<file path="src/sprite_animation_sequencer_macros.svh">
`ifndef SPRITE_ANIMATION_SEQUENCER_MACROS_SVH
`define SPRITE_ANIMATION_SEQUENCER_MACROS_SVH

// same-cycle implication, sampled on aclk, off during reset
`define SAS_ASSERT_IMPL(label, ante, cons, msg) \
    label: assert property (@(posedge aclk) disable iff (!aresetn) (ante) |-> (cons)) \
        else $error(msg);

// next-cycle implication, sampled on aclk, off during reset
`define SAS_ASSERT_NEXT(label, ante, cons, msg) \
    label: assert property (@(posedge aclk) disable iff (!aresetn) (ante) |=> (cons)) \
        else $error(msg);

`endif

</file>
<file path="src/sas_pkg.sv">
package sas_pkg;

    localparam int IN_W      = 112;
    localparam int OUT_W     = 48;
    localparam int ENTRY_W   = 54;
    localparam int DIV_STEPS = 16;
    localparam int DIV_CNT_W = 4;
    localparam logic [15:0] SPEED_RESET = 16'd4096;

    typedef enum logic [1:0] {
        REQ_ADD   = 2'd0,
        REQ_PLAY  = 2'd1,
        REQ_SPEED = 2'd2,
        REQ_TICK  = 2'd3
    } req_t;

    typedef enum logic [1:0] {
        RD_SEL    = 2'd0,
        RD_CUR    = 2'd1,
        RD_FOLLOW = 2'd2
    } rd_src_t;

    typedef struct packed {
        logic [15:0] first;
        logic [15:0] last;
        logic [15:0] rate;
        logic        wrap;
        logic [4:0]  follow;
    } clip_entry_t;

    typedef struct packed {
        logic    load_req;
        logic    rd_en;
        rd_src_t rd_src;
        logic    add_commit;
        logic    speed_commit;
        logic    deact;
        logic    div_init;
        logic    div_step;
        logic    play_commit;
        logic    mul1;
        logic    mul2;
        logic    tsum;
        logic    tick_commit;
        logic    chain_commit;
        logic    out_load;
    } dp_cmd_t;

    typedef struct packed {
        req_t req;
        logic sel_present;
        logic tick_idle;
        logic div_last;
        logic chain;
        logic follow_present;
        logic out_free;
    } dp_status_t;

endpackage

</file>
<file path="src/sas_ram.sv">
module sas_ram #(
    parameter int WIDTH = 54,
    parameter int DEPTH = 16
) (
    input  logic                     aclk,
    input  logic                     we,
    input  logic [$clog2(DEPTH)-1:0] waddr,
    input  logic [WIDTH-1:0]         wdata,
    input  logic                     re,
    input  logic [$clog2(DEPTH)-1:0] raddr,
    output logic [WIDTH-1:0]         rdata
);

    logic [WIDTH-1:0] mem_reg [DEPTH];
    logic [WIDTH-1:0] rdata_reg;

    always_ff @(posedge aclk) begin
        if (we) begin
            mem_reg[waddr] <= wdata;
        end
        if (re) begin
            rdata_reg <= mem_reg[raddr];
        end
    end

    assign rdata = rdata_reg;

endmodule

</file>
<file path="src/sas_ctrl.sv">
`include "sprite_animation_sequencer_macros.svh"

module sas_ctrl (
    input  logic               aclk,
    input  logic               aresetn,
    input  logic               s_tvalid,
    output logic               s_tready,
    input  sas_pkg::dp_status_t status,
    output sas_pkg::dp_cmd_t   cmd
);

    typedef enum logic [10:0] {
        S_IDLE   = 11'b000_0000_0001,
        S_DECODE = 11'b000_0000_0010,
        S_PWAIT  = 11'b000_0000_0100,
        S_DIV    = 11'b000_0000_1000,
        S_PFIN   = 11'b000_0001_0000,
        S_TWAIT  = 11'b000_0010_0000,
        S_MUL2   = 11'b000_0100_0000,
        S_TSUM   = 11'b000_1000_0000,
        S_TADD   = 11'b001_0000_0000,
        S_CWAIT  = 11'b010_0000_0000,
        S_OUT    = 11'b100_0000_0000
    } state_t;

    state_t state_reg, state_next;

    always_ff @(posedge aclk) begin
        if (!aresetn) begin
            state_reg <= S_IDLE;
        end else begin
            state_reg <= state_next;
        end
    end

    always_comb begin
        state_next = state_reg;
        cmd        = '0;
        cmd.rd_src = sas_pkg::RD_SEL;
        unique case (state_reg)
            S_IDLE: begin
                if (s_tvalid) begin
                    cmd.load_req = 1'b1;
                    state_next   = S_DECODE;
                end
            end
            S_DECODE: begin
                unique case (status.req)
                    sas_pkg::REQ_ADD: begin
                        cmd.add_commit = 1'b1;
                        state_next     = S_OUT;
                    end
                    sas_pkg::REQ_SPEED: begin
                        cmd.speed_commit = 1'b1;
                        state_next       = S_OUT;
                    end
                    sas_pkg::REQ_PLAY: begin
                        if (status.sel_present) begin
                            cmd.rd_en  = 1'b1;
                            cmd.rd_src = sas_pkg::RD_SEL;
                            state_next = S_PWAIT;
                        end else begin
                            cmd.deact  = 1'b1;
                            state_next = S_OUT;
                        end
                    end
                    sas_pkg::REQ_TICK: begin
                        if (status.tick_idle) begin
                            state_next = S_OUT;
                        end else begin
                            cmd.rd_en  = 1'b1;
                            cmd.rd_src = sas_pkg::RD_CUR;
                            state_next = S_TWAIT;
                        end
                    end
                    default: state_next = S_OUT;
                endcase
            end
            S_PWAIT: begin
                cmd.div_init = 1'b1;
                state_next   = S_DIV;
            end
            S_DIV: begin
                cmd.div_step = 1'b1;
                if (status.div_last) begin
                    state_next = S_PFIN;
                end
            end
            S_PFIN: begin
                cmd.play_commit = 1'b1;
                state_next      = S_OUT;
            end
            S_TWAIT: begin
                cmd.mul1   = 1'b1;
                state_next = S_MUL2;
            end
            S_MUL2: begin
                cmd.mul2   = 1'b1;
                state_next = S_TSUM;
            end
            S_TSUM: begin
                cmd.tsum   = 1'b1;
                state_next = S_TADD;
            end
            S_TADD: begin
                if (!status.chain) begin
                    cmd.tick_commit = 1'b1;
                    state_next      = S_OUT;
                end else if (status.follow_present) begin
                    cmd.rd_en  = 1'b1;
                    cmd.rd_src = sas_pkg::RD_FOLLOW;
                    state_next = S_CWAIT;
                end else begin
                    cmd.deact  = 1'b1;
                    state_next = S_OUT;
                end
            end
            S_CWAIT: begin
                cmd.chain_commit = 1'b1;
                state_next       = S_OUT;
            end
            S_OUT: begin
                if (status.out_free) begin
                    cmd.out_load = 1'b1;
                    state_next   = S_IDLE;
                end
            end
            default: state_next = S_IDLE;
        endcase
    end

    assign s_tready = (state_reg == S_IDLE);

    `SAS_ASSERT_NEXT(a_one_item, s_tvalid && s_tready, !s_tready, "item accepted while busy")
    `SAS_ASSERT_IMPL(a_div_in_play, cmd.div_step, status.req == sas_pkg::REQ_PLAY,
        "divider stepped outside a play request")

endmodule

</file>
<file path="src/sas_dpath.sv">
`include "sprite_animation_sequencer_macros.svh"

module sas_dpath #(
    parameter int MAX_CLIPS = 16
) (
    input  logic                       aclk,
    input  logic                       aresetn,
    input  logic [1:0]                 s_tuser,
    input  logic [sas_pkg::IN_W-1:0]   s_tdata,
    input  logic                       m_tready,
    output logic                       m_tvalid,
    output logic [sas_pkg::OUT_W-1:0]  m_tdata,
    input  sas_pkg::dp_cmd_t           cmd,
    output sas_pkg::dp_status_t        status
);

    localparam int AW = $clog2(MAX_CLIPS);
    localparam int CW = $clog2(MAX_CLIPS + 1);
    localparam logic [CW-1:0] MAX_CNT = CW'(MAX_CLIPS);
    localparam logic [sas_pkg::DIV_CNT_W-1:0] DIV_CNT_INIT =
        sas_pkg::DIV_CNT_W'(sas_pkg::DIV_STEPS - 1);

    // request fields
    sas_pkg::req_t req_reg;
    logic [15:0] start_reg, end_reg, fps_reg, offset_reg, speed_in_reg, elapsed_reg;
    logic        looping_reg;
    logic [4:0]  next_reg;
    logic [3:0]  sel_reg;

    // block state
    logic [CW-1:0] count_reg, count_next;
    logic          active_reg, active_next;
    logic [3:0]    cur_reg, cur_next;
    logic [31:0]   pos_reg, pos_next;
    logic [15:0]   speed_reg, speed_next;
    logic          fin_reg, fin_next;

    // per-item work registers
    logic [3:0]  id_res_reg;
    logic        full_res_reg;
    logic [3:0]  chain_id_reg;
    logic [16:0] rem_reg, len_reg;
    logic [15:0] dvd_reg;
    logic [sas_pkg::DIV_CNT_W-1:0] div_cnt_reg;
    logic [31:0] p1_reg;
    logic [47:0] p2_reg;
    logic [32:0] sum_reg;

    logic                     m_tvalid_reg;
    logic [sas_pkg::OUT_W-1:0] m_tdata_reg;

    // RAM
    logic [sas_pkg::ENTRY_W-1:0] ram_rdata;
    sas_pkg::clip_entry_t wr_entry, entry;
    logic [3:0]  rd_id;
    logic [AW+3:0] rd_ext;
    logic        full;
    logic [CW+3:0] cnt_ext, sel_ext, fol_ext;
    logic [16:0] len;
    logic [16:0] trial;
    logic [16:0] psum;
    logic [16:0] last_p1;
    logic [32:0] limit, wrapped, tick_pos;
    logic        over;
    logic [31:0] tick_sat;

    assign wr_entry = '{first: start_reg, last: end_reg, rate: fps_reg,
                        wrap: looping_reg, follow: next_reg};
    assign entry = sas_pkg::clip_entry_t'(ram_rdata);

    always_comb begin
        case (cmd.rd_src)
            sas_pkg::RD_SEL:    rd_id = sel_reg;
            sas_pkg::RD_CUR:    rd_id = cur_reg;
            sas_pkg::RD_FOLLOW: rd_id = entry.follow[3:0];
            default:            rd_id = sel_reg;
        endcase
    end

    assign rd_ext = {{AW{1'b0}}, rd_id};
    assign full   = (count_reg == MAX_CNT);

    sas_ram #(
        .WIDTH (sas_pkg::ENTRY_W),
        .DEPTH (MAX_CLIPS)
    ) u_table (
        .aclk  (aclk),
        .we    (cmd.add_commit && !full),
        .waddr (count_reg[AW-1:0]),
        .wdata (wr_entry),
        .re    (cmd.rd_en),
        .raddr (rd_ext[AW-1:0]),
        .rdata (ram_rdata)
    );

    assign cnt_ext = {4'b0, count_reg};
    assign sel_ext = {{CW{1'b0}}, sel_reg};
    assign fol_ext = {{CW{1'b0}}, entry.follow[3:0]};

    assign len   = (entry.last >= entry.first)
                 ? ({1'b0, entry.last} - {1'b0, entry.first} + 17'd1) : 17'd1;
    assign trial = {rem_reg[15:0], dvd_reg[15]};
    assign psum  = {1'b0, entry.first} + rem_reg;

    assign last_p1  = {1'b0, entry.last} + 17'd1;
    assign limit    = {last_p1, 16'h0000};
    assign over     = (sum_reg >= limit);
    assign wrapped  = sum_reg - {len, 16'h0000};
    assign tick_pos = (over && entry.wrap) ? wrapped : sum_reg;
    assign tick_sat = tick_pos[32] ? 32'hFFFF_FFFF : tick_pos[31:0];

    assign status.req            = req_reg;
    assign status.sel_present    = (sel_ext < cnt_ext);
    assign status.tick_idle      = fin_reg || !active_reg;
    assign status.div_last       = (div_cnt_reg == '0);
    assign status.chain          = over && !entry.wrap && !entry.follow[4];
    assign status.follow_present = (fol_ext < cnt_ext);
    assign status.out_free       = !m_tvalid_reg || m_tready;

    always_comb begin
        count_next  = count_reg;
        active_next = active_reg;
        cur_next    = cur_reg;
        pos_next    = pos_reg;
        speed_next  = speed_reg;
        fin_next    = fin_reg;
        if (cmd.add_commit && !full) begin
            count_next = count_reg + CW'(1);
        end
        if (cmd.deact) begin
            active_next = 1'b0;
        end
        if (cmd.speed_commit) begin
            speed_next = speed_in_reg;
        end
        if (cmd.play_commit) begin
            active_next = 1'b1;
            cur_next    = sel_reg;
            fin_next    = 1'b0;
            pos_next    = {psum[15:0], 16'h0000};
            speed_next  = speed_in_reg;
        end
        if (cmd.tick_commit) begin
            pos_next = tick_sat;
            if (over && !entry.wrap) begin
                fin_next = 1'b1;
            end
        end
        if (cmd.chain_commit) begin
            active_next = 1'b1;
            cur_next    = chain_id_reg;
            fin_next    = 1'b0;
            pos_next    = {entry.first, 16'h0000};
        end
    end

    always_ff @(posedge aclk) begin
        if (!aresetn) begin
            count_reg    <= '0;
            active_reg   <= 1'b0;
            cur_reg      <= '0;
            pos_reg      <= '0;
            speed_reg    <= sas_pkg::SPEED_RESET;
            fin_reg      <= 1'b0;
            m_tvalid_reg <= 1'b0;
        end else begin
            count_reg  <= count_next;
            active_reg <= active_next;
            cur_reg    <= cur_next;
            pos_reg    <= pos_next;
            speed_reg  <= speed_next;
            fin_reg    <= fin_next;
            if (cmd.out_load) begin
                m_tvalid_reg <= 1'b1;
            end else if (m_tready) begin
                m_tvalid_reg <= 1'b0;
            end
        end
    end

    always_ff @(posedge aclk) begin
        if (cmd.load_req) begin
            req_reg      <= sas_pkg::req_t'(s_tuser);
            start_reg    <= s_tdata[15:0];
            end_reg      <= s_tdata[31:16];
            fps_reg      <= s_tdata[47:32];
            looping_reg  <= s_tdata[48];
            next_reg     <= s_tdata[53:49];
            sel_reg      <= s_tdata[57:54];
            offset_reg   <= s_tdata[73:58];
            speed_in_reg <= s_tdata[89:74];
            elapsed_reg  <= s_tdata[105:90];
            id_res_reg   <= '0;
            full_res_reg <= 1'b0;
        end
        if (cmd.add_commit) begin
            full_res_reg <= full;
            id_res_reg   <= full ? 4'd0 : cnt_ext[3:0];
        end
        if (cmd.rd_en && cmd.rd_src == sas_pkg::RD_FOLLOW) begin
            chain_id_reg <= entry.follow[3:0];
        end
        if (cmd.div_init) begin
            rem_reg     <= '0;
            dvd_reg     <= offset_reg;
            len_reg     <= len;
            div_cnt_reg <= DIV_CNT_INIT;
        end else if (cmd.div_step) begin
            rem_reg     <= (trial >= len_reg) ? (trial - len_reg) : trial;
            dvd_reg     <= {dvd_reg[14:0], 1'b0};
            div_cnt_reg <= div_cnt_reg - sas_pkg::DIV_CNT_W'(1);
        end
        if (cmd.mul1) begin
            p1_reg <= {16'd0, elapsed_reg} * {16'd0, entry.rate};
        end
        if (cmd.mul2) begin
            p2_reg <= {16'd0, p1_reg} * {32'd0, speed_reg};
        end
        if (cmd.tsum) begin
            sum_reg <= {1'b0, pos_reg} + {5'b0, p2_reg[47:20]};
        end
        if (cmd.out_load) begin
            m_tdata_reg <= {5'b0, fin_reg, pos_reg, (active_reg ? cur_reg : 4'd0),
                            active_reg, full_res_reg, id_res_reg};
        end
    end

    assign m_tvalid = m_tvalid_reg;
    assign m_tdata  = m_tdata_reg;

    `SAS_ASSERT_IMPL(a_no_overwrite, cmd.out_load && m_tvalid_reg, m_tready,
        "result overwritten before transfer")
    `SAS_ASSERT_IMPL(a_count_bound, 1'b1, count_reg <= MAX_CNT, "clip count past table size")

endmodule

</file>
<file path="src/sprite_animation_sequencer.sv">
// channel | dir | tdata (low bit up)                                     | tuser
// s_      | in  | start_frame, end_frame, frames_per_sec, looping,       | req_type
//         |     | next_clip, clip_sel, frame_offset, speed, elapsed      |
// m_      | out | assigned_id, table_full, clip_active, current_clip,    | -
//         |     | frame_pos, clip_done                                   |
// One item at a time; the next is taken once the result sits in the output register.
// Add and speed go from DECODE to OUT; a live tick reads the table, multiplies twice, sums and may chain.
// Play waits on the 16-step serial modulo (one quotient bit per cycle).
// Tick cost comes from the table read and two registered multiplies.
// Reset is synchronous; a stalled m_ side holds the result and blocks the next one.
module sprite_animation_sequencer #(
    parameter int MAX_CLIPS = 16
) (
    input  logic                      aclk,
    input  logic                      aresetn,
    input  logic                      s_tvalid,
    output logic                      s_tready,
    // start_frame, end_frame, frames_per_sec, looping, next_clip, clip_sel,
    // frame_offset, speed, elapsed, zero fill
    input  logic [sas_pkg::IN_W-1:0]  s_tdata,
    // req_type
    input  logic [1:0]                s_tuser,
    output logic                      m_tvalid,
    input  logic                      m_tready,
    // assigned_id, table_full, clip_active, current_clip, frame_pos, clip_done, zero fill
    output logic [sas_pkg::OUT_W-1:0] m_tdata
);

    sas_pkg::dp_cmd_t    cmd;
    sas_pkg::dp_status_t status;

    sas_ctrl u_ctrl (
        .aclk     (aclk),
        .aresetn  (aresetn),
        .s_tvalid (s_tvalid),
        .s_tready (s_tready),
        .status   (status),
        .cmd      (cmd)
    );

    sas_dpath #(
        .MAX_CLIPS (MAX_CLIPS)
    ) u_dpath (
        .aclk     (aclk),
        .aresetn  (aresetn),
        .s_tuser  (s_tuser),
        .s_tdata  (s_tdata),
        .m_tready (m_tready),
        .m_tvalid (m_tvalid),
        .m_tdata  (m_tdata),
        .cmd      (cmd),
        .status   (status)
    );

endmodule

</file>
<file path="config.mk">
export PLATFORM = sky130hd
export DESIGN_NAME = sprite_animation_sequencer
export DESIGN_NICKNAME = d
export VERILOG_FILES = /design/src/sas_pkg.sv /design/src/sas_ram.sv /design/src/sas_ctrl.sv /design/src/sas_dpath.sv /design/src/sprite_animation_sequencer.sv
export VERILOG_INCLUDE_DIRS = /design/src /design/src/src
export SDC_FILE = /design/constraint.sdc
export NUM_CORES = 2
export LEC_CHECK = 0
export BUFFER_PORTS_ARGS = -buffer_cell sky130_fd_sc_hd__buf_2
export CORE_MARGIN = 5
export CORE_UTILIZATION = 34
export CTS_CLUSTER_SIZE = 24
export DETAILED_ROUTE_END_ITERATION = 7
export MAX_ROUTING_LAYER = met4
export PLACE_DENSITY = 0.48
export SLEW_MARGIN = 15
export SYNTH_ARGS = -nofsm -noshare
export SYNTH_HDL_FRONTEND = slang
export SYNTH_SLANG_ARGS = --single-unit
</file>
<file path="constraint.sdc">
create_clock -name aclk -period 12.7 [get_ports aclk]
set_clock_uncertainty 0.2 [all_clocks]
set_input_delay 2.54 -clock aclk [delete_from_list [all_inputs] [get_ports aclk]]
set_output_delay 2.54 -clock aclk [all_outputs]
set_load 0.01 [all_outputs]
</file>
Word level (Yosys, flattened, before mapping)
Memories as Yosys holds them, arrays and structs flattened. A register that Yosys moved wholly into a read port is not among the register bits.
Index checks and enable logic that the tools add are counted.
{ "totals": {"register_bits": 397, "ram_bits": 864, "in_bits": 118, "out_inout_bits": 50, "wordCells": 160, "memories": 1} }
{ "memory_table": {"columns": ["memory", "words", "width", "rd", "rd_ports_with_merged_regs", "write_ports", "line_no", "rtl"], "rows": [
  ["u_dpath.u_table.mem_reg", 16, 54, 1, 1, 1, "sas_ram.sv:14", "logic [WIDTH-1:0] mem_reg [DEPTH];"]
]} }
{ "classes": {"add_sub_neg": 9, "multipliers": 2, "magnitude_cmp": 5, "n_eq_ne": 20, "mux": 65, "bitwise_logic": 1, "reduce_logical": 26} }
{ "ops": {"columns": ["operator", "n"], "rows": [
  ["$mux 32", 4],
  ["$pmux 11 s10", 1],
  ["$mux 16", 5],
  ["$mux 11", 7],
  ["$mul 32x16->48", 1],
  ["$add 32x28->33", 1],
  ["$ge 33x33->1", 1],
  ["$mux 33", 1],
  ["$pmux 11 s3", 1],
  ["$sub 33x33->33", 1],
  ["$mul 16x16->32", 1],
  ["$mux 1", 31],
  ["$mux 4", 5],
  ["$add 16x1->17 const B", 1],
  ["$add 17x1->17 const B", 1],
  ["$ge 17x17->1", 1],
  ["$mux 17", 1],
  ["$sub 16x16->17", 1],
  ["$add 16x16->16", 1],
  ["$ge 16x16->1", 1],
  ["$sub 16x16->16", 1],
  ["$mux 3", 4],
  ["$pmux 3 s2", 2],
  ["$reduce_bool 2->1", 6],
  ["other kinds (30)", 48]
]} }

Longest topological paths before layout
{ "logic_depth": {"depth_word": 9, "ltp_mapped": 26, "ltp_nobuf": 25} }

Modules after synthesis
Synthesis repeated with hierarchy kept, for this count alone.
{ "hier_totals": {"hier_cells": 5717, "area_unflattened_um2": 76542.2} }
{ "by_module_without_submodules": {"columns": ["module", "instances", "cells_each", "area_each_um2", "seq_area_each_um2"], "rows": [
  ["sas_dpath", 1, 4221, 41788.8, 10189.8],
  ["sas_ram", 1, 1394, 33983.8, 27566.4],
  ["sas_ctrl", 1, 102, 769.5, 220.2]
]} }

Least setup slack after synthesis
No wires, ideal clock.
{ "synth_timing": {"kind": "reg2reg", "start": "register u_dpath.p1_reg[10]", "end": "register u_dpath.p2_reg[47], data pin", "setup_ps": 260, "arrival_ps": 6213, "required_ps": 12240, "slack_ps": 6027, "stages_incl_launch_ff": 24, "n_path_buf": 1, "period_less_slack_ps": 6673, "cell_sequence": "edfxtp_1 > clkbuf_1 > nand2_1 > fa_1 > fa_1 > fa_1 > fa_1 > inv_1 > fa_1 > inv_1 > fa_1 > inv_1 > ha_1 > o211ai_1 > a211oi_1 > nor3_1 > a221oi_1 > nand4b_1 > a21oi_1 > nor2_1 > o311ai_0 > or3_1 > a31oi_1 > xnor2_1"} }
{ "synth_between": {"elab_chain_cells": 1} }
{ "synth_rtl": {"columns": ["item", "line_no", "rtl"], "rows": [
  ["start: declaration", "sas_dpath.sv:45", "logic [31:0] p1_reg;"],
  ["start signal: assignment", "sas_dpath.sv:214", "p1_reg <= {16'd0, elapsed_reg} * {16'd0, entry.rate};"],
  ["$mul 32x16->48", "sas_dpath.sv:217", "p2_reg <= {16'd0, p1_reg} * {32'd0, speed_reg};"],
  ["end signal: assignment", "sas_dpath.sv:217", null],
  ["end: declaration", "sas_dpath.sv:46", "logic [47:0] p2_reg;"]
]} }
Every way passes these cells.
A chain may end at the register's enable or synchronous reset.

Worst setup path in the final report
{ "layout_timing": {"start": "register u_dpath.p1_reg[9]", "end": "register u_dpath.p2_reg[47], data pin"} }
Same word-level chain as after synthesis.

==> impl_metrics.toml <==
[layout]
final_cell_mix = "1204 x edfxtp_1, 778 x inv_1, 690 x nand2_1, 623 x fa_1, 361 x ha_1"
area_growth_syn_to_layout_pct = 11.87
final_util_pct = 38.13
drive_above_1_share_pct = 11.96
finalNetCount = 6986
final_area_mm2 = 0.08550
largest_reg_flops = 864
final_cells = 8991
final_common_cell = "edfxtp_1"

[critical_path]
crit_top_cell = "fa_1"
cp.required_ns = 13.00
worstPathMaxFanout = 16
cpLargestDelayFamily = "adder cells"
slowest_delay_ns = 1.00
cp-start-kind = "flip-flop"
crit_chain = "nand2_1 > fa_1 > fa_1 > fa_1 > fa_1 > inv_1 > fa_1 > inv_1 > fa_1 > inv_1 > ha_1 > o211ai_1 > a211oi_1 > nor3_1 > a221oi_1 > nand4b_1 > a21oi_1 > nor2_1 > o311ai_0 > or3_1 > a31oi_1 > xnor2_1"
slowest_stage = "edfxtp_1"
worstPathArrival_ns = 8.97
path_class = "flip-flop to flip-flop"
crit_buf_inv = 3
cp-end-kind = "flip-flop"

[sta]
fmax_ghz = 0.1152
tns_ns = 0
setup_viol = 0
slew-limit-headroom_pct = 23.61
worst_pin_slew_ns = 1.146
finalHoldViolCount = 0
setup_slack_ns = 4.022
slew_viol_final = 0
min_period_ns = 8.678
hold_ws_ns = 0.2049
period_share_pct = 68.33
rsz0062_at_grt = "no"

[floorplanning]
coreArea_mm2 = 0.2242
rows = 174
die_h_um = 484.1
die_x_um = 484.1
ios = 168
start_util_pct = 34.08
dieArea_mm2 = 0.2344

[logic_synthesis]
ys_seq_area_share_pct = 49.69
synth-adder-area-share_pct = 22.23
synth_edf_count = 1204
syn-cell-area_mm2 = 0.07643
synth-xor-area-share_pct = 1.793
ys_async_sr_fraction_pct = 0
synth_top_family_by_area = "adder cells"
ys_ff_latch = 1295
synth.area.mux_share_pct = 7.311
ys_types = 88
synth_ff_type = "edfxtp_1"
synthSimpleGateAreaFrac_pct = 8.905
synth.avg_cell_area_um2 = 13.32
ys_warn_count = 0
synth_compound_area_share_pct = 4.995
syn_inst = 5737

[power]
power.density_mw_per_mm2 = 154.5
peakVddDrop_v = 0.0003028
power.total_mw = 13.21
power_leakage_nw = 33.06

[cts]
clkSlewWorstSetupHoldPaths_ns = 0.06
cts_resized = 0
htree_levels = 4
cts_buffers = 146
cts_tree = "built"
clk_latency_ns = 0.80
clock-sinks = 1295
cts_setup_buffers = 0
cts_root_buf = "clkbuf_16"
cts_hold_buf = 0
clk_path_buf_depth = 3

[detailed_routing]
avgRoutedWirePerCell_um = 22.26
drc = 0
drt_iter0_markers = 2963
vias = 44800
postRouteAntennaNets = 0
wl_um = 200200
dr.pass1.iters = 5
via_per_inst = 4.983

[placed_design]
dp_slack_ns = 4.073
dp_hpwl_um = 128300
place_area_mm2 = 0.08082
place.gp.congestion = 0.8407
io_buffer_count = 156
dpl.cell_count = 8728

[grt]
grt_pass1_vias = 47620
grt_max_degree = 137
grt_first_pass_wirelength_um = 302700
antenna_found_initial = 17
grtUsageTotal_pct = 17.54
globalRoute.totalOverflow = 0

[outcome]
status = "completed"

[min_path]
hold_path.class = "flip-flop to flip-flop"

[flow_run]
cap_viol_max_count = 0
power by group:
part	leakage (nW)	internal, mW	switching [mW]	total, mW
clock network	2.25	2.33	1.78	4.11
logic	19.2	1.72	2.24	3.96
registers	11.6	4.99	0.147	5.13
layout make-up:
| type | instances | area (um2) |
|---|---|---|
| Timing Repair Buffer | 227 | 1364 |
| Fill cell | 21410 | 138700 |
| Tap cell | 2992 | 3744 |
| Clock buffer | 185 | 3830 |
| Sequential cell | 1295 | 37990 |
| Multi-Input combinational cell | 3433 | 34800 |
| Antenna cell | 3 | 7.507 |
| Inverter | 781 | 2937 |
| Clock inverter | 75 | 832.0 |
worst paths after layout:
kind	endpoint	slack, ns	depth (start not counted)	from
worst max-delay path	u_dpath.p2_reg[47]	4.02	22	u_dpath.p1_reg[9]
worst min-delay path	u_dpath.m_tdata[3]	0.20	0	u_dpath.id_res_reg[3]
worst max register to register	u_dpath.p2_reg[47]	4.02	22	u_dpath.p1_reg[9]
worst min register to register	u_dpath.m_tdata[3]	0.20	0	u_dpath.id_res_reg[3]
logic make-up (layout without fill, tap and decap cells):
logic type | count (synthesis) | in the layout
AOI/OAI and AO/OA | 580 | 580
other | 1 | 8
xor gates and xnor gates | 154 | 154
muxes | 288 | 288
buffers and inverters | 1013 | 1268
adders and majority gates | 984 | 984
DFF | 1295 | 1295
and+or+nand+nor | 1422 | 1422
synthesized netlist by cell type (5+ instances only):
| cell | number | area share [%] |
|---|---|---|
| a31oi_1 | 12 | 0.098 |
| edfxtp_1 | 1204 | 47 |
| o21bai_1 | 13 | 0.13 |
| buf_1 | 26 | 0.13 |
| and2_1 | 322 | 2.6 |
| nor2b_1 | 72 | 0.59 |
| dfxtp_1 | 91 | 2.4 |
| or3_1 | 8 | 0.065 |
| nand2_1 | 690 | 3.4 |
| nand2b_1 | 29 | 0.24 |
| nor2_1 | 138 | 0.68 |
| nor3_1 | 46 | 0.30 |
| o21a_1 | 20 | 0.20 |
| o31ai_1 | 8 | 0.079 |
| o311a_1 | 17 | 0.22 |
| nor4b_1 | 5 | 0.057 |
| o211ai_1 | 11 | 0.11 |
| nand3_1 | 31 | 0.20 |
| o21ai_0 | 90 | 0.59 |
| inv_1 | 780 | 3.8 |
| mux2i_1 | 70 | 0.92 |
| a22oi_1 | 20 | 0.20 |
| o22ai_1 | 8 | 0.065 |
| ha_1 | 361 | 5.9 |
| clkbuf_1 | 190 | 0.93 |
| fa_1 | 623 | 16 |
| a22o_1 | 6 | 0.069 |
| or2_2 | 11 | 0.090 |
| buf_4 | 6 | 0.059 |
| and3_1 | 14 | 0.11 |
| nor4_1 | 8 | 0.065 |
| a21boi_0 | 9 | 0.088 |
| a21oi_1 | 185 | 1.2 |
| xor2_1 | 39 | 0.45 |
| o2111ai_1 | 5 | 0.057 |
| nand3b_1 | 6 | 0.059 |
| a21o_1 | 56 | 0.55 |
| o41ai_1 | 5 | 0.057 |
| mux4_2 | 216 | 6.4 |
| nor3b_1 | 8 | 0.079 |
| nand4_1 | 20 | 0.16 |
| a211oi_1 | 64 | 0.63 |
| a221oi_1 | 5 | 0.057 |
| xnor2_1 | 113 | 1.3 |
per-layer routing:
metal,share of wire (%),vias up,global-route usage [%],wire (um)
met1,45,23370,23.81,90870
met3,4.8,278,2.448,9528
li1,-,20070,-,-
met5,0,-,-,0
met2,47,1086,27.79,94070
met4,2.9,0,4.834,5709
Power figures use the tool's default switching activity.
